### src/rtl/ssid_pkg.sv
// Shared widths, command codes and controller/datapath handshake types.
package ssid_pkg;

   localparam int unsigned VALUE_W     = 32;
   localparam int unsigned CMD_W       = 2;
   localparam int unsigned RCOUNT_W    = 6;
   localparam int unsigned MAX_RESULTS = 32;

   localparam logic [CMD_W-1:0] CMD_LOAD_FIRST  = 2'd0;
   localparam logic [CMD_W-1:0] CMD_LOAD_SECOND = 2'd1;
   localparam logic [CMD_W-1:0] CMD_RUN         = 2'd2;

   typedef logic signed [VALUE_W-1:0] value_type;
   typedef logic [CMD_W-1:0]          command_type;
   typedef logic [RCOUNT_W-1:0]       rcount_type;

   typedef struct packed {
      logic load_first;
      logic load_second;
      logic walk_start;
      logic walk_step;
      logic emit_start;
      logic emit_put;
      logic finish;
   } ctrl_cmd_type;

   typedef struct packed {
      logic walk_more;
      logic emit_last;
      logic rsp_free;
   } ctrl_status_type;

endpackage

### src/rtl/ssid_if.sv
// Valid/ready channel interfaces for requests, results and the mode register.
interface ssid_req_if import ssid_pkg::*; ();
   logic        valid;
   logic        ready;
   command_type command;
   value_type   value;

   modport source (output valid, output command, output value, input ready);
   modport sink   (input valid, input command, input value, output ready);
endinterface

interface ssid_rsp_if import ssid_pkg::*; ();
   logic       valid;
   logic       ready;
   value_type  element;
   rcount_type result_count;
   logic       is_last;
   logic       is_empty;
   logic       load_overflow;

   modport source (output valid, output element, output result_count, output is_last,
                   output is_empty, output load_overflow, input ready);
   modport sink   (input valid, input element, input result_count, input is_last,
                   input is_empty, input load_overflow, output ready);
endinterface

interface ssid_csr_if ();
   logic valid;
   logic ready;
   logic op_mode;

   modport source (output valid, output op_mode, input ready);
   modport sink   (input valid, input op_mode, output ready);
endinterface

### src/rtl/ssid_ctrl.sv
// Sequencer for loads, the two-pointer walk and result emission.
module ssid_ctrl import ssid_pkg::*; (
   input  logic            clock,
   input  logic            reset,
   input  logic            req_valid,
   input  command_type     req_command,
   output logic            req_ready,
   input  ctrl_status_type status,
   output ctrl_cmd_type    cmd
);

   localparam logic [2:0] ST_IDLE     = 3'd0;
   localparam logic [2:0] ST_WALK_RD  = 3'd1;
   localparam logic [2:0] ST_WALK_CMP = 3'd2;
   localparam logic [2:0] ST_EMIT_RD  = 3'd3;
   localparam logic [2:0] ST_EMIT_PUT = 3'd4;

   logic [2:0] state_ff;
   logic [2:0] state_in;

   always_comb begin
      state_in  = state_ff;
      cmd       = '0;
      req_ready = 1'b0;
      unique case (state_ff)
         ST_IDLE: begin
            req_ready = 1'b1;
            if (req_valid) begin
               unique case (req_command)
                  CMD_LOAD_FIRST:  cmd.load_first  = 1'b1;
                  CMD_LOAD_SECOND: cmd.load_second = 1'b1;
                  CMD_RUN: begin
                     cmd.walk_start = 1'b1;
                     state_in       = ST_WALK_RD;
                  end
                  default: ;
               endcase
            end
         end
         ST_WALK_RD: state_in = ST_WALK_CMP;
         ST_WALK_CMP: begin
            if (status.walk_more) begin
               cmd.walk_step = 1'b1;
               state_in      = ST_WALK_RD;
            end else begin
               cmd.emit_start = 1'b1;
               state_in       = ST_EMIT_RD;
            end
         end
         ST_EMIT_RD: state_in = ST_EMIT_PUT;
         ST_EMIT_PUT: begin
            if (status.rsp_free) begin
               cmd.emit_put = 1'b1;
               if (status.emit_last) begin
                  cmd.finish = 1'b1;
                  state_in   = ST_IDLE;
               end else begin
                  state_in = ST_EMIT_RD;
               end
            end
         end
         default: state_in = ST_IDLE;
      endcase
   end

   always_ff @(posedge clock) begin
      if (reset) begin
         state_ff <= ST_IDLE;
      end else begin
         state_ff <= state_in;
      end
   end

endmodule

### src/rtl/ssid_datapath.sv
// Set stores, walk pointers, result buffer, mode register and result register.
module ssid_datapath import ssid_pkg::*; #(
   parameter int unsigned SET_DEPTH = 32
) (
   input  logic            clock,
   input  logic            reset,
   input  ctrl_cmd_type    cmd,
   output ctrl_status_type status,
   input  logic            csr_valid,
   input  logic            csr_op_mode,
   input  value_type       req_value,
   output logic            rsp_valid,
   input  logic            rsp_ready,
   output value_type       rsp_element,
   output rcount_type      rsp_result_count,
   output logic            rsp_is_last,
   output logic            rsp_is_empty,
   output logic            rsp_load_overflow
);

   localparam int unsigned IW = (SET_DEPTH > 1) ? $clog2(SET_DEPTH) : 1;
   localparam int unsigned CW = $clog2(SET_DEPTH + 1);
   localparam int unsigned EMIT_MAX = (SET_DEPTH < MAX_RESULTS) ? SET_DEPTH : MAX_RESULTS;

   logic [VALUE_W-1:0] first_mem  [SET_DEPTH];
   logic [VALUE_W-1:0] second_mem [SET_DEPTH];
   logic [VALUE_W-1:0] walk_mem   [SET_DEPTH];

   logic [VALUE_W-1:0] first_rd_ff, second_rd_ff, walk_rd_ff;

   logic [CW-1:0] first_count_ff, first_count_in;
   logic [CW-1:0] second_count_ff, second_count_in;
   logic [CW-1:0] i_ff, i_in, j_ff, j_in, n_ff, n_in, k_ff, k_in;
   logic          overflow_ff, overflow_in;
   logic          mode_ff, mode_in;

   logic          rsp_valid_ff, rsp_valid_in;
   value_type     rsp_element_ff, rsp_element_in;
   rcount_type    rsp_count_ff, rsp_count_in;
   logic          rsp_last_ff, rsp_last_in;
   logic          rsp_empty_ff, rsp_empty_in;
   logic          rsp_ovf_ff, rsp_ovf_in;

   logic                   first_full, second_full;
   logic                   j_done, lt, eq, hit;
   logic [CW-1:0]          k_next;
   logic [CW+RCOUNT_W-1:0] n_wide;

   assign first_full  = !(first_count_ff < CW'(SET_DEPTH));
   assign second_full = !(second_count_ff < CW'(SET_DEPTH));

   // Second set exhausted only reachable in difference mode: counts as a < b.
   assign j_done = !(j_ff < second_count_ff);
   assign lt     = j_done || ($signed(first_rd_ff) < $signed(second_rd_ff));
   assign eq     = !j_done && (first_rd_ff == second_rd_ff);
   assign hit    = mode_ff ? lt : eq;

   assign k_next = k_ff + CW'(1);
   assign n_wide = {{RCOUNT_W{1'b0}}, n_ff};

   assign status.walk_more = (i_ff < first_count_ff) && ((j_ff < second_count_ff) || mode_ff);
   assign status.emit_last = (n_ff == '0) || (k_next == n_ff) || (k_next == CW'(EMIT_MAX));
   assign status.rsp_free  = !rsp_valid_ff || rsp_ready;

   always_comb begin
      first_count_in  = first_count_ff;
      second_count_in = second_count_ff;
      overflow_in     = overflow_ff;
      mode_in         = csr_valid ? csr_op_mode : mode_ff;
      i_in            = i_ff;
      j_in            = j_ff;
      n_in            = n_ff;
      k_in            = k_ff;

      if (cmd.load_first) begin
         if (first_full) overflow_in = 1'b1;
         else first_count_in = first_count_ff + CW'(1);
      end
      if (cmd.load_second) begin
         if (second_full) overflow_in = 1'b1;
         else second_count_in = second_count_ff + CW'(1);
      end
      if (cmd.walk_start) begin
         i_in = '0;
         j_in = '0;
         n_in = '0;
      end
      if (cmd.walk_step) begin
         if (lt || eq) i_in = i_ff + CW'(1);
         if (!lt) j_in = j_ff + CW'(1);
         if (hit) n_in = n_ff + CW'(1);
      end
      if (cmd.emit_start) k_in = '0;
      if (cmd.emit_put) k_in = k_next;
      if (cmd.finish) begin
         first_count_in  = '0;
         second_count_in = '0;
         overflow_in     = 1'b0;
      end
   end

   always_comb begin
      rsp_valid_in   = rsp_valid_ff && !rsp_ready;
      rsp_element_in = rsp_element_ff;
      rsp_count_in   = rsp_count_ff;
      rsp_last_in    = rsp_last_ff;
      rsp_empty_in   = rsp_empty_ff;
      rsp_ovf_in     = rsp_ovf_ff;
      if (cmd.emit_put) begin
         rsp_valid_in = 1'b1;
         rsp_ovf_in   = overflow_ff;
         rsp_count_in = n_wide[RCOUNT_W-1:0];
         rsp_last_in  = status.emit_last;
         if (n_ff == '0) begin
            rsp_element_in = '0;
            rsp_empty_in   = 1'b1;
         end else begin
            rsp_element_in = walk_rd_ff;
            rsp_empty_in   = 1'b0;
         end
      end
   end

   always_ff @(posedge clock) begin
      if (cmd.load_first && !first_full) first_mem[first_count_ff[IW-1:0]] <= req_value;
      if (cmd.load_second && !second_full) second_mem[second_count_ff[IW-1:0]] <= req_value;
      if (cmd.walk_step && hit) walk_mem[n_ff[IW-1:0]] <= first_rd_ff;
      first_rd_ff  <= first_mem[i_ff[IW-1:0]];
      second_rd_ff <= second_mem[j_ff[IW-1:0]];
      walk_rd_ff   <= walk_mem[k_ff[IW-1:0]];
   end

   always_ff @(posedge clock) begin
      if (reset) begin
         first_count_ff  <= '0;
         second_count_ff <= '0;
         overflow_ff     <= 1'b0;
         mode_ff         <= 1'b0;
         rsp_valid_ff    <= 1'b0;
      end else begin
         first_count_ff  <= first_count_in;
         second_count_ff <= second_count_in;
         overflow_ff     <= overflow_in;
         mode_ff         <= mode_in;
         rsp_valid_ff    <= rsp_valid_in;
      end
   end

   always_ff @(posedge clock) begin
      i_ff           <= i_in;
      j_ff           <= j_in;
      n_ff           <= n_in;
      k_ff           <= k_in;
      rsp_element_ff <= rsp_element_in;
      rsp_count_ff   <= rsp_count_in;
      rsp_last_ff    <= rsp_last_in;
      rsp_empty_ff   <= rsp_empty_in;
      rsp_ovf_ff     <= rsp_ovf_in;
   end

   assign rsp_valid         = rsp_valid_ff;
   assign rsp_element       = rsp_element_ff;
   assign rsp_result_count  = rsp_count_ff;
   assign rsp_is_last       = rsp_last_ff;
   assign rsp_is_empty      = rsp_empty_ff;
   assign rsp_load_overflow = rsp_ovf_ff;

endmodule

### src/rtl/sorted_set_intersect_difference.sv
// Sorted-set intersection/difference engine: top level.
//
// req_ch carries one item per handshake: command 0 or 1 appends value to the first or
// second store, command 2 runs the walk, command 3 is ignored. Loads into a full store
// are dropped and flagged as load_overflow on the next run's results.
// csr_ch writes op_mode (0 intersection, 1 first minus second); write it while idle.
// rsp_ch returns the run's values in walk order, each with the total count and an
// is_last mark; an empty answer gives one item with is_empty set and element zero.
// A load or ignored command is accepted without leaving idle. A run performs walk steps
// (store read, then compare and pointer update), at most first+second count steps,
// then emits each result (result buffer read, then output register load).
// req_ch.ready is low from a run's acceptance until its last result is registered.
// A stalled rsp_ch holds the output register and pauses emission; nothing is lost.
// Reset clears both counts, the overflow flag and op_mode; store contents stay
// undefined until loaded. After a run both counts and the overflow flag return to zero.
module sorted_set_intersect_difference import ssid_pkg::*; #(
   parameter int unsigned SET_DEPTH = 32
) (
   input logic clock,
   input logic reset,
   ssid_req_if.sink   req_ch,
   ssid_rsp_if.source rsp_ch,
   ssid_csr_if.sink   csr_ch
);

   ctrl_cmd_type    cmd;
   ctrl_status_type status;

   assign csr_ch.ready = 1'b1;

   ssid_ctrl u_ctrl (
      .clock       (clock),
      .reset       (reset),
      .req_valid   (req_ch.valid),
      .req_command (req_ch.command),
      .req_ready   (req_ch.ready),
      .status      (status),
      .cmd         (cmd)
   );

   ssid_datapath #(
      .SET_DEPTH (SET_DEPTH)
   ) u_datapath (
      .clock             (clock),
      .reset             (reset),
      .cmd               (cmd),
      .status            (status),
      .csr_valid         (csr_ch.valid),
      .csr_op_mode       (csr_ch.op_mode),
      .req_value         (req_ch.value),
      .rsp_valid         (rsp_ch.valid),
      .rsp_ready         (rsp_ch.ready),
      .rsp_element       (rsp_ch.element),
      .rsp_result_count  (rsp_ch.result_count),
      .rsp_is_last       (rsp_ch.is_last),
      .rsp_is_empty      (rsp_ch.is_empty),
      .rsp_load_overflow (rsp_ch.load_overflow)
   );

endmodule

### src/flat_wrapper.sv
// flat-port wrapper written by rule: the top's interface ports become plain ports
module sorted_set_intersect_difference_flat import ssid_pkg::*;
#(
   parameter int unsigned SET_DEPTH = 32
)
  (clock, reset, req_ch_valid, req_ch_command, req_ch_value, req_ch_ready, rsp_ch_valid, rsp_ch_element, rsp_ch_result_count, rsp_ch_is_last, rsp_ch_is_empty, rsp_ch_load_overflow, rsp_ch_ready, csr_ch_valid, csr_ch_op_mode, csr_ch_ready);
  ssid_req_if req_ch_i ();
  ssid_rsp_if rsp_ch_i ();
  ssid_csr_if csr_ch_i ();
  input logic clock;
  input logic reset;
  input wire logic [$bits(req_ch_i.valid)-1:0] req_ch_valid;
  input wire logic [$bits(req_ch_i.command)-1:0] req_ch_command;
  input wire logic [$bits(req_ch_i.value)-1:0] req_ch_value;
  output wire logic [$bits(req_ch_i.ready)-1:0] req_ch_ready;
  output wire logic [$bits(rsp_ch_i.valid)-1:0] rsp_ch_valid;
  output wire logic [$bits(rsp_ch_i.element)-1:0] rsp_ch_element;
  output wire logic [$bits(rsp_ch_i.result_count)-1:0] rsp_ch_result_count;
  output wire logic [$bits(rsp_ch_i.is_last)-1:0] rsp_ch_is_last;
  output wire logic [$bits(rsp_ch_i.is_empty)-1:0] rsp_ch_is_empty;
  output wire logic [$bits(rsp_ch_i.load_overflow)-1:0] rsp_ch_load_overflow;
  input wire logic [$bits(rsp_ch_i.ready)-1:0] rsp_ch_ready;
  input wire logic [$bits(csr_ch_i.valid)-1:0] csr_ch_valid;
  input wire logic [$bits(csr_ch_i.op_mode)-1:0] csr_ch_op_mode;
  output wire logic [$bits(csr_ch_i.ready)-1:0] csr_ch_ready;
  assign req_ch_i.valid = req_ch_valid;
  assign req_ch_i.command = req_ch_command;
  assign req_ch_i.value = req_ch_value;
  assign req_ch_ready = req_ch_i.ready;
  assign rsp_ch_valid = rsp_ch_i.valid;
  assign rsp_ch_element = rsp_ch_i.element;
  assign rsp_ch_result_count = rsp_ch_i.result_count;
  assign rsp_ch_is_last = rsp_ch_i.is_last;
  assign rsp_ch_is_empty = rsp_ch_i.is_empty;
  assign rsp_ch_load_overflow = rsp_ch_i.load_overflow;
  assign rsp_ch_i.ready = rsp_ch_ready;
  assign csr_ch_i.valid = csr_ch_valid;
  assign csr_ch_i.op_mode = csr_ch_op_mode;
  assign csr_ch_ready = csr_ch_i.ready;
  sorted_set_intersect_difference #(.SET_DEPTH(SET_DEPTH)) u_core (.clock(clock), .reset(reset), .req_ch(req_ch_i), .rsp_ch(rsp_ch_i), .csr_ch(csr_ch_i));
endmodule
### config.mk
export PLATFORM = sky130hd
export DESIGN_NAME = sorted_set_intersect_difference_flat
export DESIGN_NICKNAME = d
export VERILOG_FILES = /design/src/rtl/ssid_pkg.sv /design/src/rtl/ssid_if.sv /design/src/rtl/ssid_ctrl.sv /design/src/rtl/ssid_datapath.sv /design/src/rtl/sorted_set_intersect_difference.sv /design/src/flat_wrapper.sv
export SDC_FILE = /design/constraint.sdc
export NUM_CORES = 2
export LEC_CHECK = 0
export ABC_AREA = 1
export BUFFER_PORTS_ARGS = -buffer_cell sky130_fd_sc_hd__buf_4
export CORE_MARGIN = 2
export CORE_UTILIZATION = 58
export DETAILED_ROUTE_END_ITERATION = 8
export PLACE_DENSITY = 0.74
export SLEW_MARGIN = 40
export SYNTH_ARGS = -nofsm -noshare
export SYNTH_HDL_FRONTEND = slang
export SYNTH_HIERARCHICAL = 1
export SYNTH_SLANG_ARGS = --single-unit
### constraint.sdc
create_clock -name clock -period 5.8 [get_ports clock]
set_input_delay 0.58 -clock clock [delete_from_list [all_inputs] [get_ports clock]]
set_output_delay 0.58 -clock clock [all_outputs]
set_load 0.01 [all_outputs]
==> reports/results.txt <==
Number of hold violations in the final report: 0
Share of the synthesized area in the top cell type: 74.1%
Pre-CTS setup slack: 1.14 ns
CP max FO: 58
Post-CTS setup buffer count: 0
Syn avg cell area: 13.2 µm²
Critical path's slowest cell: nand3_2
DRT iter0 DRCs: 13900
Max incr delay on CP: 0.73 ns
Ys Warns: 6
Kind of start point of the critical path: register
Fmax: 202 MHz
Worst Tran Pin Value: 0.945 ns
Starting Density: 58.2%
P_sw: 9720 µW
Tmin final: 4.95 ns
Outcome: complete, no violations
Crit path arrival time: 5.49 ns
Clk Latency, worst-skew pair: 0.99 ns
Setup crit end: u_core/u_datapath/walk_mem[12][24]
Net Sw Frac: 20.3%
Hold crit path type: in2reg
Post-DP Area: 132000 µm²
Clock Skew: 0.0984 ns
Internal power: 38100 µW
Cell Rows: 171
Initial DRT Pass Iterations: 9
Core ar.: 217000 µm²
Dpl cells: 12100
Synthesis-stage register bit count: 3251
CTS tree: done
Tcrit/Tclk final: 85.4%
RSZ-0062 raised after global routing: no
Initial antenna violation count: 18
Setup violators final: 0
Critical Path End Type: register
Critical path class: reg2reg
Mapped Area: 126000 µm²
Worst R2R Start: u_core/u_datapath/i_ff[0]
Final Non-Filler Cells: 12700
Largest cells by area after synthesis: edfxtp_1 (74%), o21ai_0 (6.3%), nor2_1 (6.2%), o22ai_1 (3.5%), dfxtp_1 (2.1%)
Wirelength per Cell: 27.7 µm
Vias in the first global route: 79400
Resized Gates After CTS: 0
CP Data Required Time: 6.34 ns
Max-slew violations: 0
H-tree levels: 5
R2R setup slack: 0.85 ns
Final layout net count: 9714
Synth top cells by count: edfxtp_1 (3119), nor2_1 (2093), o21ai_0 (1603)
Sequential power share: 54.2%
Worst R2R End: u_core/u_datapath/walk_mem[12][24]
Synth cell types: 46
Global-route wire length before repair: 514000 µm
R2r worst-path depth: 12
Layout cells sized above 1: 9.70%
Gpl congestion: 0.944
Vias/cell: 6.58
Largest net degree at the start of global routing: 223
Worst setup startpoint: u_core/u_datapath/i_ff[0]
Post-DRT Antenna Nets: 0
I/O pins: 84
Vias: 83700
VDD IR max: 0.381 mV
Post-layout instance area: 143000 µm²
Root Buffer: clkbuf_16
CTS Buf Count: 332
Clk sink count: 3251
Clock slew at reported path FFs: 0.06 ns
CP Cell Sequence: inv_8 -> a21boi_1 -> o21a_1 -> o21a_1 -> o21ai_1 -> nand2_1 -> a211oi_1 -> inv_1 -> nor3_2 -> nand3_2 -> nor2_4 -> buf_4
Worst slew margin: 36.8%
PnR worst setup slack: 0.850 ns
IO Port Bufs: 82
Max-cap violations: 0
Ys async rst share: 0%
Total congestion overflow: 0
DPL Wire Length: 203000 µm
Clock Power Share: 43.1%
Syn nets: 9685
DRC viols: 0
Area grow syn2layout: 13.3%
Die ar.: 222000 µm²
Max Buffers Root-to-Sink: 4
Power Dens Cells: 334 nW/µm²
Most used cell, CP: o21a_1
Die height: 471 µm
Ys flop type: edfxtp_1
Lkg Pwr: 0.0470 µW
Area leader, netlist: edfxtp_1
Total GRT Usage: 31.0%
Number of synthesized flops with an enable pin: 3119
Cells after Synth: 9588
Die W: 471 µm
Total routed wirelength: 352000 µm
Most numerous cell in the Yosys netlist: edfxtp_1
Setup TNS: 0 ns
Comb power frac: 2.7%
Sequential area share after synthesis: 76.2%
[critical path: cells and delay by family, from the launching register on]
kind | cells | cell delay [ns]
AO/OA/AOI/OAI | 5 | 0.89
buffers and inverters | 3 | 0.92
flip-flops | 1 | 0.54
AND/OR/NAND/NOR | 4 | 2.11
[what timing repair did]
action / in CTS / in global routing
setup endpoints to repair: 0 / 0
hold buffers: 3 / 4
hold endpoints to repair: 17 / 28
[per-stage QoR]
step / power, µW / util, % / hold slack [ns]
after floorplan: 26900 / - / 0.403
after global placement: 27600 / 59.9 / 0.409
after detailed placement: 27600 / 61.1 / 0.425
after CTS: 47800 / 65.8 / 0.00358
after global routing: 48800 / 66.0 / 0.00504
final: 47800 / 66.0 / 0.0289
[flip-flops by register name, indices dropped and copies added, names as in the netlist, 32 cells and up]
signal                          flops
u_core/u_datapath/second_mem     1024
u_core/u_datapath/first_rd_ff      32
u_core/u_datapath/walk_rd_ff       32
u_core/u_datapath/first_mem      1024
u_core/u_datapath/second_rd_ff     32
u_core/u_datapath/rsp_element      32
u_core/u_datapath/walk_mem       1024
[power by group through the flow]
stage	registers (µW)	logic, µW	clock network, µW
after detailed placement	26400	1230	0
after global placement	26400	1190	0
after CTS	25900	1240	20700
after global routing	25900	1360	21600
final	25900	1300	20600
after floorplan	26400	427	0
[worst min path at each step]
stage / end / startpoint / slack, ns / cells past startpoint
floorplan: u_core/u_datapath/rsp_load_overflow / u_core/u_datapath/overflow_ff / 0.40 / 0
global placement: u_core/u_datapath/rsp_load_overflow / u_core/u_datapath/overflow_ff / 0.41 / 0
detailed placement: u_core/u_datapath/rsp_load_overflow / u_core/u_datapath/overflow_ff / 0.42 / 0
CTS: u_core/u_datapath/mode_ff / csr_ch_valid / 0.004 / 4
global route: u_core/u_datapath/second_mem[13][2] / req_ch_value[2] / 0.005 / 1
finish: u_core/u_datapath/second_mem[13][2] / req_ch_value[2] / 0.03 / 1
[layer usage]
layer  GRT usage, %  share of wire [%]  vias to the layer above  wire (µm)
li1               -                  -                    35700          -
met3           6.07                 12                      936      42400
met5              0              0.030                        -        105
met1           43.0                 36                    41000     128000
met4           16.4                5.7                       18      20100
met2           47.1                 46                     6094     161000
[layout by cell type, fill, tap and decap left out, types with 7 or more instances in the layout]
| cell | instances |
|---|---|
| clkbuf_16 | 342 |
| buf_8 | 59 |
| dfxtp_1 | 107 |
| clkinvlp_4 | 7 |
| o21ai_1 | 150 |
| inv_1 | 163 |
| o22ai_1 | 712 |
| bufinv_16 | 27 |
| dfxtp_2 | 17 |
| nor3_1 | 11 |
| a21oi_1 | 33 |
| o21ai_0 | 1603 |
| nor3_2 | 10 |
| nor2_1 | 2003 |
| buf_4 | 177 |
| nand2_2 | 11 |
| clkinv_2 | 46 |
| dlygate4sd3_1 | 7 |
| ha_1 | 57 |
| xor2_1 | 15 |
| clkbuf_1 | 82 |
| inv_6 | 7 |
| o221ai_1 | 104 |
| buf_12 | 24 |
| buf_6 | 26 |
| o32ai_1 | 75 |
| edfxtp_1 | 3119 |
| o211ai_1 | 22 |
| clkinv_1 | 61 |
| nor2_4 | 91 |
| nand2_1 | 400 |
| buf_16 | 63 |
| nand4_1 | 37 |
| nand3_1 | 123 |
| dfxtp_4 | 8 |
[cell type report]
class,instances,area [µm²]
diodes,4,10.0
clock buffers,427,8900
clock inverters,151,1430
fillers,14600,73700
inverters,181,743
multi-input cells,5494,27400
flip-flops and latches,3251,96400
well taps,2854,3570
repair buffers,357,4820
[cells by family after synthesis]
| logic type | Yosys count | share of synthesized area, % |
|---|---|---|
| other | 1 | 0.00297 |
| adders and majority gates | 57 | 0.564 |
| AOI/OAI and AO/OA | 2717 | 12.1 |
| buffers and inverters | 843 | 2.71 |
| and+or+nand+nor | 2702 | 8.31 |
| DFF | 3251 | 76.2 |
| xor gates and xnor gates | 17 | 0.118 |
Note: power is estimated with default switching activity, not from simulation.
